[config.mk]
export PLATFORM = sky130hd
export DESIGN_NAME = dmc_front
export DESIGN_NICKNAME = d
export VERILOG_FILES = /design/src/sv/dmc_pkg.sv /design/src/sv/dmc_front.sv
export SDC_FILE = /design/constraint.sdc
export NUM_CORES = 1
export LEC_CHECK = 0
export ABC_AREA = 0
export ABC_CLOCK_PERIOD_IN_PS = 5470
export BUFFER_PORTS_ARGS = -buffer_cell sky130_fd_sc_hd__buf_2
export CORE_MARGIN = 10
export CORE_UTILIZATION = 52
export CTS_CLUSTER_DIAMETER = 100
export DETAILED_ROUTE_END_ITERATION = 10
export PLACE_DENSITY = 0.79
export SLEW_MARGIN = 0
export SYNTH_ARGS = -nofsm -noshare
export SYNTH_HDL_FRONTEND = slang
export SYNTH_SLANG_ARGS = --single-unit
[constraint.sdc]
create_clock -name clk -period 5.47 [get_ports clk]
set_clock_uncertainty 0.15 [all_clocks]
set_input_delay 0.547 -clock clk [delete_from_list [all_inputs] [get_ports clk]]
set_output_delay 0.547 -clock clk [all_outputs]
set_load 0.02 [all_outputs]
[src/sv/dmc_pkg.sv]
// dmc_pkg: shared types for the direct-mapped write-back cache unit
// used by dmc_front, dmc_back and the top level; no dependencies
package dmc_pkg;

	typedef struct packed {
		logic        is_write;
		logic [29:0] word_addr;
		logic [31:0] wdata;
		logic        clear;
		logic        err;
	} item_t;

	typedef struct packed {
		logic pop;
		logic clearing;
	} back_stat_t;

	typedef enum logic [2:0] {
		ST_CLEAR,
		ST_IDLE,
		ST_LOOKUP,
		ST_WB,
		ST_FILL,
		ST_ACCESS,
		ST_RESP
	} back_state_t;

	localparam int unsigned LAT_W = 10;
	localparam int unsigned CFG_IDX_W = 3;

	localparam logic [CFG_IDX_W-1:0] REG_MEM_RD = 3'd0;
	localparam logic [CFG_IDX_W-1:0] REG_MEM_WR = 3'd1;
	localparam logic [CFG_IDX_W-1:0] REG_CACHE_RD = 3'd2;
	localparam logic [CFG_IDX_W-1:0] REG_CACHE_WR = 3'd3;

endpackage

[src/sv/dmc_front.sv]
// dmc_front: accepts command beats, flags out-of-range lines, two-entry queue
// depends on dmc_pkg
module dmc_front #(
	parameter int unsigned OFFSET_BITS = 6,
	parameter int unsigned MEM_BYTES = 262144
) (
	input  logic                clk,
	input  logic                arst_n,
	input  logic                start,
	input  logic                cmd,
	input  logic [31:0]         byte_address,
	input  logic [31:0]         write_data,
	input  logic                clear_time,
	input  dmc_pkg::back_stat_t stat,
	output logic                busy,
	output logic                head_valid,
	output dmc_pkg::item_t      head
);
	import dmc_pkg::*;

	localparam logic [32:0] LINE_BYTES = 33'(1) << OFFSET_BITS;
	localparam logic [32:0] MEM_LIMIT = 33'(MEM_BYTES);

	item_t       entry_q [2];
	logic        wr_ptr_q;
	logic        rd_ptr_q;
	logic [1:0]  count_q;
	logic        accept;
	logic [32:0] line_end;
	item_t       new_item;

	assign busy = (count_q == 2'd2) || stat.clearing;
	assign accept = start && !busy;
	assign head_valid = (count_q != 2'd0);
	assign head = entry_q[rd_ptr_q];

	always_comb begin
		line_end = {1'b0, byte_address[31:OFFSET_BITS], {OFFSET_BITS{1'b0}}} + LINE_BYTES;
		new_item.is_write = cmd;
		new_item.word_addr = byte_address[31:2];
		new_item.wdata = write_data;
		new_item.clear = clear_time;
		new_item.err = (line_end > MEM_LIMIT);
	end

	always_ff @(posedge clk) begin
		if (accept) begin
			entry_q[wr_ptr_q] <= new_item;
		end
	end

	always_ff @(posedge clk or negedge arst_n) begin
		if (!arst_n) begin
			wr_ptr_q <= 1'b0;
			rd_ptr_q <= 1'b0;
			count_q <= 2'd0;
		end else begin
			if (accept) begin
				wr_ptr_q <= !wr_ptr_q;
			end
			if (stat.pop) begin
				rd_ptr_q <= !rd_ptr_q;
			end
			count_q <= count_q + 2'(accept) - 2'(stat.pop);
		end
	end

`ifndef ASSERT_OFF
	a_no_overflow: assert property (@(posedge clk) disable iff (!arst_n)
		count_q == 2'd2 |-> !accept)
		else $error("queue written while full");
	a_no_underflow: assert property (@(posedge clk) disable iff (!arst_n)
		stat.pop |-> count_q != 2'd0)
		else $error("queue popped while empty");
	a_clear_blocks: assert property (@(posedge clk) disable iff (!arst_n)
		stat.clearing |=> count_q == $past(count_q))
		else $error("queue moved during clearing pass");
`endif

endmodule

==> flow_summary.ini, run 1 <==
[critical_path]
cp-start-kind = register
worst_setup_path_end_kind = output pin
worst-path-buf-inv = 2
critPathRequiredTime_ns = 4.77
cp.depth = 3
regToRegStartpoint = count_q[0]$_DFF_PN0_
startpoint = rd_ptr_q$_DFFE_PN0P_
path_class = register to output pin
reg2reg_depth = 5
slowest_stage = dfrtp_2
r2r_setup_slack_ns = 2.80
endpoint = head[57]
crit_chain = buf_4, mux2_2, buf_2
arrival_ns = 2.48
slowest_delay_ns = 0.83
r2r-end = entry_q[0][15]$_DFFE_PP_
crit_family = flip-flops
path_max_fanout = 36

[die]
start_util_pct = 52.9
die_x_um = 119
design.core.area_mm2 = 0.00968
die_h_um = 119
dieArea_mm2 = 0.0142
row_count = 36
io_pins = 138

[sta]
tns_ns = 0
worst_pin_slew_ns = 1.08
relSlewSlack_pct = 27.6
hold_slack_ns = 0.0701
rsz0062_at_grt = false
min_period_ns = 3.18
hold_violations = 0
drv_slew = 0
setup_viol = 0
period_share_pct = 58.0
max_freq_mhz = 315

[detailed_routing]
via_per_inst = 5.12
dr.pass1.iters = 4
vias = 2832
wl_um = 10200
postRouteAntennaNets = 0
drt_iter0_drc = 226
drc = 0
wl_per_cell_um = 18.4

[final_layout]
multi_input_area_mm2 = 0.00107
drive_above_1_share_pct = 57.9
layout_common_cells = buf_2, edfxtp_1, mux2_2
final_core_util_pct = 67.5
antenna_cells = 0
syn_to_final_growth_pct = 27.5
instances_no_fill = 553
fillers = 667
layout_commonest_cell = buf_2
nets = 481
regArea_mm2 = 0.00401

[pwr]
power_leakage_uw = 0.00244
ir_worst_vdd_mv = 0.311
swShare_pct = 30.3
p_seq_share_pct = 41.3
power.share.clock_pct = 32.3
power.share.combinational_pct = 26.4
power_uw = 3290
p_int_uw = 2290
power_density_mw_per_mm2 = 503
switching_power_uw = 998

[clock_tree]
cts_buffer_depth = 2
cts.sinks = 134
cts_buffers = 17
clk_pin_slew_ns = 0.06
htreeDepth = 4
postCtsSetupRepairBufs = 0
clkLatencyLatePin_ns = 0.51
root_buffer = clkbuf_8
cts_tree = done

[global_routing]
gr-total-overflow = 0
grt_start_max_net_pins = 66
antenna_found_initial = 0
grt_usage_pct = 14.4
grt_pass1_wl_um = 15900
grt_pass1_vias = 3154

[logic_synthesis]
syn_inst = 258
ys.warnings.count = 0
synth_cell_types = 32
synth.cell_area_mm2 = 0.00512
yosysSeqAreaShare_pct = 78.1
avgSynthCellArea_um2 = 19.9
ys_ff_latch = 134
synth_fp_nets = 331

[run_status]
status = complete, no violations

[placement]
dp_hpwl_um = 6900
port_buffers = 135
dpl.cell_count = 521
routabilityCongestion = 0.877

[worst_hold_path]
hold_path.class = input pin to register

[flow_run]
max_cap_violations = 0
through the flow:
stage / worst slack, ns / cell area [um^2]
5_1_grt: 2.15 / 6530
3_3_place_gp: 2.55 / 5960
3_5_place_dp: 2.50 / 5960
2_1_floorplan: 1.26 / 5120
4_1_cts: 2.22 / 6530
6_report: 2.29 / 6530
logic make-up after synthesis:
logic type / synth area share [%]
AOI/OAI and AO/OA: 1.32
xor gates and xnor gates: 0.855
buffers and inverters: 1.12
adders and majority gates: 0.488
muxes: 14.3
DFF: 78.1
and+or+nand+nor: 3.81
power groups by stage:
stage	Combinational (uW)	Sequential [uW]	Clock (uW)
finish	869	1360	1060
global route	936	1380	1130
CTS	894	1360	1080
detailed placement	887	1380	0
global placement	882	1370	0
floorplan	643	1330	0
cell usage after synthesis (all sizes together):
cell | instances | area share (%)
nor3b | 2 | 0.29
nor4 | 2 | 0.66
a211o | 1 | 0.17
o2111ai | 1 | 0.17
inv | 4 | 0.29
xnor2 | 3 | 0.51
a211oi | 1 | 0.15
nor2 | 4 | 0.29
or2 | 1 | 0.12
nand2 | 7 | 0.51
or4 | 1 | 0.22
o31ai | 1 | 0.15
o211ai | 1 | 0.15
a31oi | 1 | 0.12
o22ai | 1 | 0.12
nand4 | 7 | 0.85
and3 | 2 | 0.27
nand3 | 3 | 0.29
a21oi | 1 | 0.098
mux2 | 65 | 14
edfxtp | 130 | 76
ha | 2 | 0.49
clkbuf | 3 | 0.22
xor2 | 2 | 0.34
nor3 | 2 | 0.29
buf | 5 | 0.61
a311o | 1 | 0.20
dfrtp | 4 | 2.0
how the worst min path moves through the flow:
stage             startpoint  slack (ns)                       to  cells after the start
2_1_floorplan         arst_n        0.10     count_q[0]$_DFF_PN0_                      0
3_3_place_gp          arst_n        0.20     wr_ptr_q$_DFFE_PN0P_                      1
3_5_place_dp          arst_n        0.21     wr_ptr_q$_DFFE_PN0P_                      1
4_1_cts        write_data[4]        0.04  entry_q[0][6]$_DFFE_PP_                      1
5_1_grt        write_data[4]        0.03  entry_q[0][6]$_DFFE_PP_                      1
6_report       write_data[4]        0.07  entry_q[0][6]$_DFFE_PP_                      1
state kept, by name, indices dropped and copies added, names as in the netlist:
name / count
count_q: 2
rd_ptr_q: 1
wr_ptr_q: 1
entry_q: 130
final cells by class:
type / instances / area share (%)
Clock buffer: 17 / 6.34
Sequential cell: 134 / 61.3
Timing Repair Buffer: 139 / 10.8
Multi-Input combinational cell: 112 / 16.4
Tap cell: 133 / 2.55
Clock inverter: 14 / 2.32
Inverter: 4 / 0.230
per-layer routing:
metal  vias to the layer above  wire length (um)  GRT usage (%)
met5                         -                 0              0
li1                       1332                 -              -
met1                      1380              3990           15.2
met2                       107              5370           25.1
met3                        13               709           6.14
met4                         0               109           5.57
worst reg2reg max path, delay by kind of cell (launching register included):
family / cells / cell delay [ns]
AOI/OAI and AO/OA: 1 / 0.21
buffers and inverters: 2 / 0.57
DFF: 1 / 0.37
and+or+nand+nor: 2 / 1.03
repair_timing:
| action | in CTS | in global routing |
|---|---|---|
| hold buffers | 1 | 0 |
| resized for setup | 0 | 0 |
| hold endpoints to repair | 4 | 0 |
Note: power is estimated with default switching activity, not from simulation.
==> run 2: changes to the inputs <==
ABC_AREA = 1   (was 0)
ABC_CLOCK_PERIOD_IN_PS = 2850   (was 5470)
CORE_UTILIZATION = 48   (was 52)
PLACE_DENSITY = 0.76   (was 0.79)
clock period = 2.85 ns   (was 5.47 ns; I/O delays follow)
==> run 2 against run 1 <==
Critical path type unchanged. Hold slack worse by 0.037 ns. Critical endpoint is now head[11]. Via count up 30%. Synthesized cell count up 47%. First-iteration DRC count up 27%. Count of clock-buffer cells in the layout up 2. Combinational power up 120%. Global-route usage up 0.77 points. Sequential share of layout area down 9.3 points. Sequential power up 85%. Total power up 100%. Largest power group unchanged. Cell count up 36%. Cell area up 18%.
==> flow_summary.ini, run 2 <==
[final_layout]
largest-register = entry_q
antenna_cells = 0
design_area_mm2 = 0.00770
layout_common_cells = buf_2, edfxtp_1, nand2_1
fillers = 794
regArea_mm2 = 0.00401
top_regs = entry_q: 130 flops, count_q: 2 flops
layout_commonest_cell = buf_2
syn_to_final_growth_pct = 38.9
largest_reg_flops = 130
nets = 669
drive_above_1_share_pct = 40.7
multi_input_area_mm2 = 0.00141

[logic_synthesis]
synth_top_area_share_pct = 70.4
synth.cell_area_mm2 = 0.00554
syn_inst = 378
yosysTopAreaCell = edfxtp_1
async_reset_ff_share_pct = 2.99
yosysMostFrequentCell = edfxtp_1
ys.warnings.count = 0
synth_fp_nets = 451
synthTopCellsByArea = edfxtp_1, mux2_2, nand2_1, nor2_1, inv_1
synth-edff-count = 130
avgSynthCellArea_um2 = 14.7
yosysSeqAreaShare_pct = 72.3
synth_cell_types = 20
synth_top_flop_cell = edfxtp_1
netlist_top_cells_count = edfxtp_1, nand2_1, mux2_2
ys_ff_latch = 134

[critical_path]
regToRegStartpoint = count_q[1]$_DFF_PN0_
cp-start-kind = register
path_max_fanout = 35
crit_family = buffers and inverters
critPathRequiredTime_ns = 2.41
r2r-end = entry_q[1][49]$_DFFE_PP_
slowest_stage = mux2_2
crit_chain = buf_4, mux2_2, buf_2
worst-path-buf-inv = 2
reg2reg_depth = 4
endpoint = head[11]
arrival_ns = 1.73
startpoint = rd_ptr_q$_DFFE_PN0P_
slowest_delay_ns = 0.40
r2r_setup_slack_ns = 0.81
worst_setup_path_end_kind = output pin
cp.depth = 3
path_class = register to output pin

[placement]
port_buffers = 135
placed_cell_area_mm2 = 0.00643
dp_hpwl_um = 8290
place_ws_ns = 0.775
routabilityCongestion = 0.899

[pwr]
power_uw = 6650
power_density_mw_per_mm2 = 863
power_leakage_uw = 0.00302
ir_worst_vdd_mv = 0.582

[detailed_routing]
dr.pass1.iters = 5
vias = 3683
via_per_inst = 4.90
wl_per_cell_um = 16.2
drc = 0
wl_um = 12200
postRouteAntennaNets = 0
drt_iter0_drc = 288

[sta]
hold_slack_ns = 0.0329
tns_ns = 0
relSlewSlack_pct = 65.0
worst_pin_slew_ns = 0.524
setup_ws_ns = 0.683
rsz0062_at_grt = false
drv_slew = 0
max_freq_mhz = 461
min_period_ns = 2.17
period_share_pct = 76.0
hold_violations = 0
setup_viol = 0

[die]
die_x_um = 127
io_pins = 138
dieArea_mm2 = 0.0162
die_h_um = 127
row_count = 39
start_util_pct = 48.7
design.core.area_mm2 = 0.0114

[flow_run]
max_cap_violations = 0

[clock_tree]
cts_buffer_depth = 2
cts.sinks = 134
cts_tree = done
root_buffer = clkbuf_16
htreeDepth = 4
clkLatencyLatePin_ns = 0.40
postCtsSetupRepairBufs = 0
clk_pin_slew_ns = 0.05
cts_buffers = 17

[run_status]
status = complete, no violations

[global_routing]
grt_pass1_wl_um = 19700
grt_usage_pct = 15.2
antenna_found_initial = 0
grt_start_max_net_pins = 39
gr-total-overflow = 0
grt_pass1_vias = 3982

[worst_hold_path]
min_from = byte_address[27]
hold_path.class = input pin to register
-- run 2: report_power, final --
| group | leakage [uW] | internal, uW | switching, uW | total (uW) |
|---|---|---|---|---|
| sequential | 0.00123 | 2460 | 63.5 | 2520 |
| clock | 0.000296 | 1460 | 762 | 2220 |
| combinational | 0.00149 | 782 | 1120 | 1900 |
-- run 2: kinds of logic after synthesis --
group           Yosys count  synth area share (%)
compound gates            3                 0.271
xor+xnor                  5                 0.790
fa+ha+maj                 2                 0.451
buf+inv                  35                  2.53
flops                   134                  72.3
mux                      65                  13.2
simple gates            134                  10.5
-- run 2: stage by stage --
| step | instances | utilization, % |
|---|---|---|
| 2_1_floorplan | 378 | - |
| 6_report | 752 | 67.7 |
| 3_5_place_dp | 655 | 56.6 |
| 3_3_place_gp | 655 | 56.6 |
| 4_1_cts | 752 | 67.7 |
| 5_1_grt | 752 | 67.7 |
-- run 2: cell type report --
class	count	area share, %
timing repair buffer	206	18.0
clock inverter	13	2.34
clock buffer	19	5.62
tap	143	2.32
multi-input combinational	209	18.3
sequential	134	52.0
inverter	28	1.37
-- run 2: worst reg2reg max path, delay by kind of cell, from the launching register on --
kind / cells / cell delay [ns]
and+or+nand+nor: 3 / 0.83
DFF: 1 / 0.40
buffers and inverters: 1 / 0.34
-- run 2: what timing repair did --
| action | CTS | global route |
|---|---|---|
| hold endpoints to repair | 131 | 0 |
| hold buffers | 65 | 0 |
| resized for setup | 0 | 0 |
-- run 2: worst min-delay path by stage --
| stage | depth (start not counted) | slack (ns) | to |
|---|---|---|---|
| 6_report | 1 | 0.03 | entry_q[0][59]$_DFFE_PP_ |
| 2_1_floorplan | 0 | -0.16 | count_q[0]$_DFF_PN0_ |
| 3_5_place_dp | 1 | -0.05 | count_q[0]$_DFF_PN0_ |
| 3_3_place_gp | 1 | -0.06 | count_q[1]$_DFF_PN0_ |
| 4_1_cts | 1 | 0.004 | entry_q[1][59]$_DFFE_PP_ |
| 5_1_grt | 1 | 0.02 | entry_q[1][59]$_DFFE_PP_ |
-- run 2: layer usage --
metal  vias up  part of all wire, %  GRT usage, %
met3         9                  8.7          6.08
met2       150                   51          26.1
li1       1782                    -             -
met5         -                    0             0
met1      1742                   40          17.0
met4         0                 0.81          4.69
==> run 3: changes to the inputs <==
ABC_CLOCK_PERIOD_IN_PS = 2000   (was 2850)
CORE_UTILIZATION = 53   (was 48)
PLACE_DENSITY = 0.8   (was 0.76)
clock period = 2 ns   (was 2.85 ns; I/O delays follow)
==> run 3 against run 2 <==
The run now ends with negative setup slack left. Non-clock buffer count grew 16. Via count grew 6.8%. Die area down 8.0%. Sequential share of layout area down 5.3 points. Combinational power increased by 140%. Total power up 64%. Flip-flop and latch count unchanged. Global-route usage is 3.3 points higher. Critical endpoint is now head[59]. Largest power group is now combinational cells.
==> flow_summary.ini, run 3 (synthesis results as in run 2) <==
[final_layout]
top_regs = entry_q: 130 flops, count_q: 2 flops
layout_commonest_cell = edfxtp_1
fillers = 522
largest_reg_flops = 130
syn_to_final_growth_pct = 54.7
antenna_cells = 0
drive_above_1_share_pct = 42.1
nets = 685
largest-register = entry_q
layout_common_cells = edfxtp_1, buf_2, nand2_1

[placement]
routabilityCongestion = 0.849
port_buffers = 135
place_ws_ns = 0.204
dp_hpwl_um = 8030

[clock_tree]
cts_tree = done
clk_pin_slew_ns = 0.06
cts_buffers = 17
root_buffer = clkbuf_8
htreeDepth = 4
cts.sinks = 134
clkLatencyLatePin_ns = 0.51
cts_buffer_depth = 2

[die]
die_x_um = 122
design.core.area_mm2 = 0.0103
row_count = 37
io_pins = 138
start_util_pct = 53.9
die_h_um = 122
dieArea_mm2 = 0.0149

[critical_path]
path_class = register to output pin
regToRegStartpoint = count_q[1]$_DFF_PN0_
cp-start-kind = register
reg2reg_depth = 4
r2r_setup_slack_ns = 0.30
r2r-end = entry_q[0][48]$_DFFE_PP_
worst_setup_path_end_kind = output pin
critPathRequiredTime_ns = 1.65
path_max_fanout = 8
arrival_ns = 1.75

[detailed_routing]
drc = 0
wl_met1_um = 5800
dr.pass1.iters = 4
postRouteAntennaNets = 0
wl_per_cell_um = 21.1
wl_um = 16000
top_layer_used = met4
vias = 3935
met2_length_um = 8600
drt_iter0_drc = 211
wl_met3_um = 1380
via_per_inst = 5.17

[flow_run]
max_cap_violations = 0

[sta]
drv_slew = 0
tns_ns = -4.51
setup_viol = 65
max_freq_mhz = 476
worst_pin_slew_ns = 0.323
period_share_pct = 105
relSlewSlack_pct = 78.5
rsz0062_at_grt = true
setup_ws_ns = -0.101
hold_violations = 0
min_period_ns = 2.10

[global_routing]
grt_pass1_vias = 4107
grt_start_max_net_pins = 57
antenna_found_initial = 0
grt_usage_pct = 18.5
gr-total-overflow = 0
grt_pass1_wl_um = 21200

[worst_hold_path]
hold_path.class = input pin to register
min_to = entry_q[0][23]$_DFFE_PP_
hold_path_depth = 4
min_from = stat[0]

[pwr]
ir_worst_vdd_mv = 0.723
power_density_mw_per_mm2 = 1270
power_leakage_uw = 0.00352

[run_status]
failed_checks = negative setup slack
status = complete, but fails checks
-- run 3: changes by cell type in the layout (fill, tap and decap cells not counted), moves of 4 or more --
cell           previous run  this run
buf_6                     0        67
buf_2                   135        72
mux2_2                   65         2
mux2_4                    0        63
clkinvlp_4                1         6
buf_16                    0         4
bufinv_16                 4         0
clkbuf_16                17        21
dlygate4sd3_1            65        69
-- run 3: how the worst max path moves through the flow --
| stage | start | to | slack (ns) | cells after the start |
|---|---|---|---|---|
| 2_1_floorplan | count_q[1]$_DFF_PN0_ | entry_q[0][0]$_DFFE_PP_ | -0.15 | 3 |
| 3_3_place_gp | byte_address[7] | entry_q[0][0]$_DFFE_PP_ | 0.26 | 12 |
| 3_5_place_dp | byte_address[7] | entry_q[1][0]$_DFFE_PP_ | 0.20 | 10 |
| 4_1_cts | rd_ptr_q$_DFFE_PN0P_ | head[57] | -0.11 | 4 |
| 5_1_grt | rd_ptr_q$_DFFE_PN0P_ | head[59] | -0.14 | 4 |
| 6_report | rd_ptr_q$_DFFE_PN0P_ | head[59] | -0.10 | 4 |
-- run 3: routing by layer --
layer  GRT usage [%]  up-vias
met1            19.9     1903
met2            33.0      186
met4            6.48        0
met5               0        -
met3            6.66       22
li1                -     1824
-- run 3: metrics by stage --
step	instances	utilization (%)	hold slack [ns]	area, um^2	power [uW]
after floorplan	378	-	-0.246	5570	5460
after global placement	647	63.0	-0.143	6470	6300
after detailed placement	647	63.0	-0.139	6470	6350
after CTS	755	76.2	0.0579	7830	9490
after global routing	761	83.4	0.105	8570	11300
final	761	83.4	0.100	8570	10900
-- run 3: report_power, final --
part / internal [uW] / total, uW / switching, uW
sequential: 3500 / 3640 / 137
combinational: 2480 / 4640 / 2170
clock: 1510 / 2630 / 1120
total: 7490 / 10900 / 3420
-- run 3: layout make-up --
type / instances / area, um^2 / area share, %
Sequential cell: 134 / 4010 / 46.7
Clock buffer: 19 / 422 / 4.92
Clock inverter: 13 / 86.3 / 1.01
Multi-Input combinational cell: 209 / 1670 / 19.5
Tap cell: 136 / 170 / 1.98
Timing Repair Buffer: 222 / 2120 / 24.7
Inverter: 28 / 105 / 1.23
-- run 3: worst max-delay path, stage by stage, from the launching register on --
cell	delay (ns)
dfrtp_2	0.45
buf_6	0.16
clkbuf_16	0.18
mux2_4	0.31
buf_6	0.13
-- run 3: timing repair --
item                                    CTS  global route
endpoints found under the hold margin   134             0
pin swaps                                 0             0
endpoints found under the setup margin   65            67
cloned                                    3             5
hold buffers                             69             0
buffers inserted                          4             1
resized for setup                        20           182
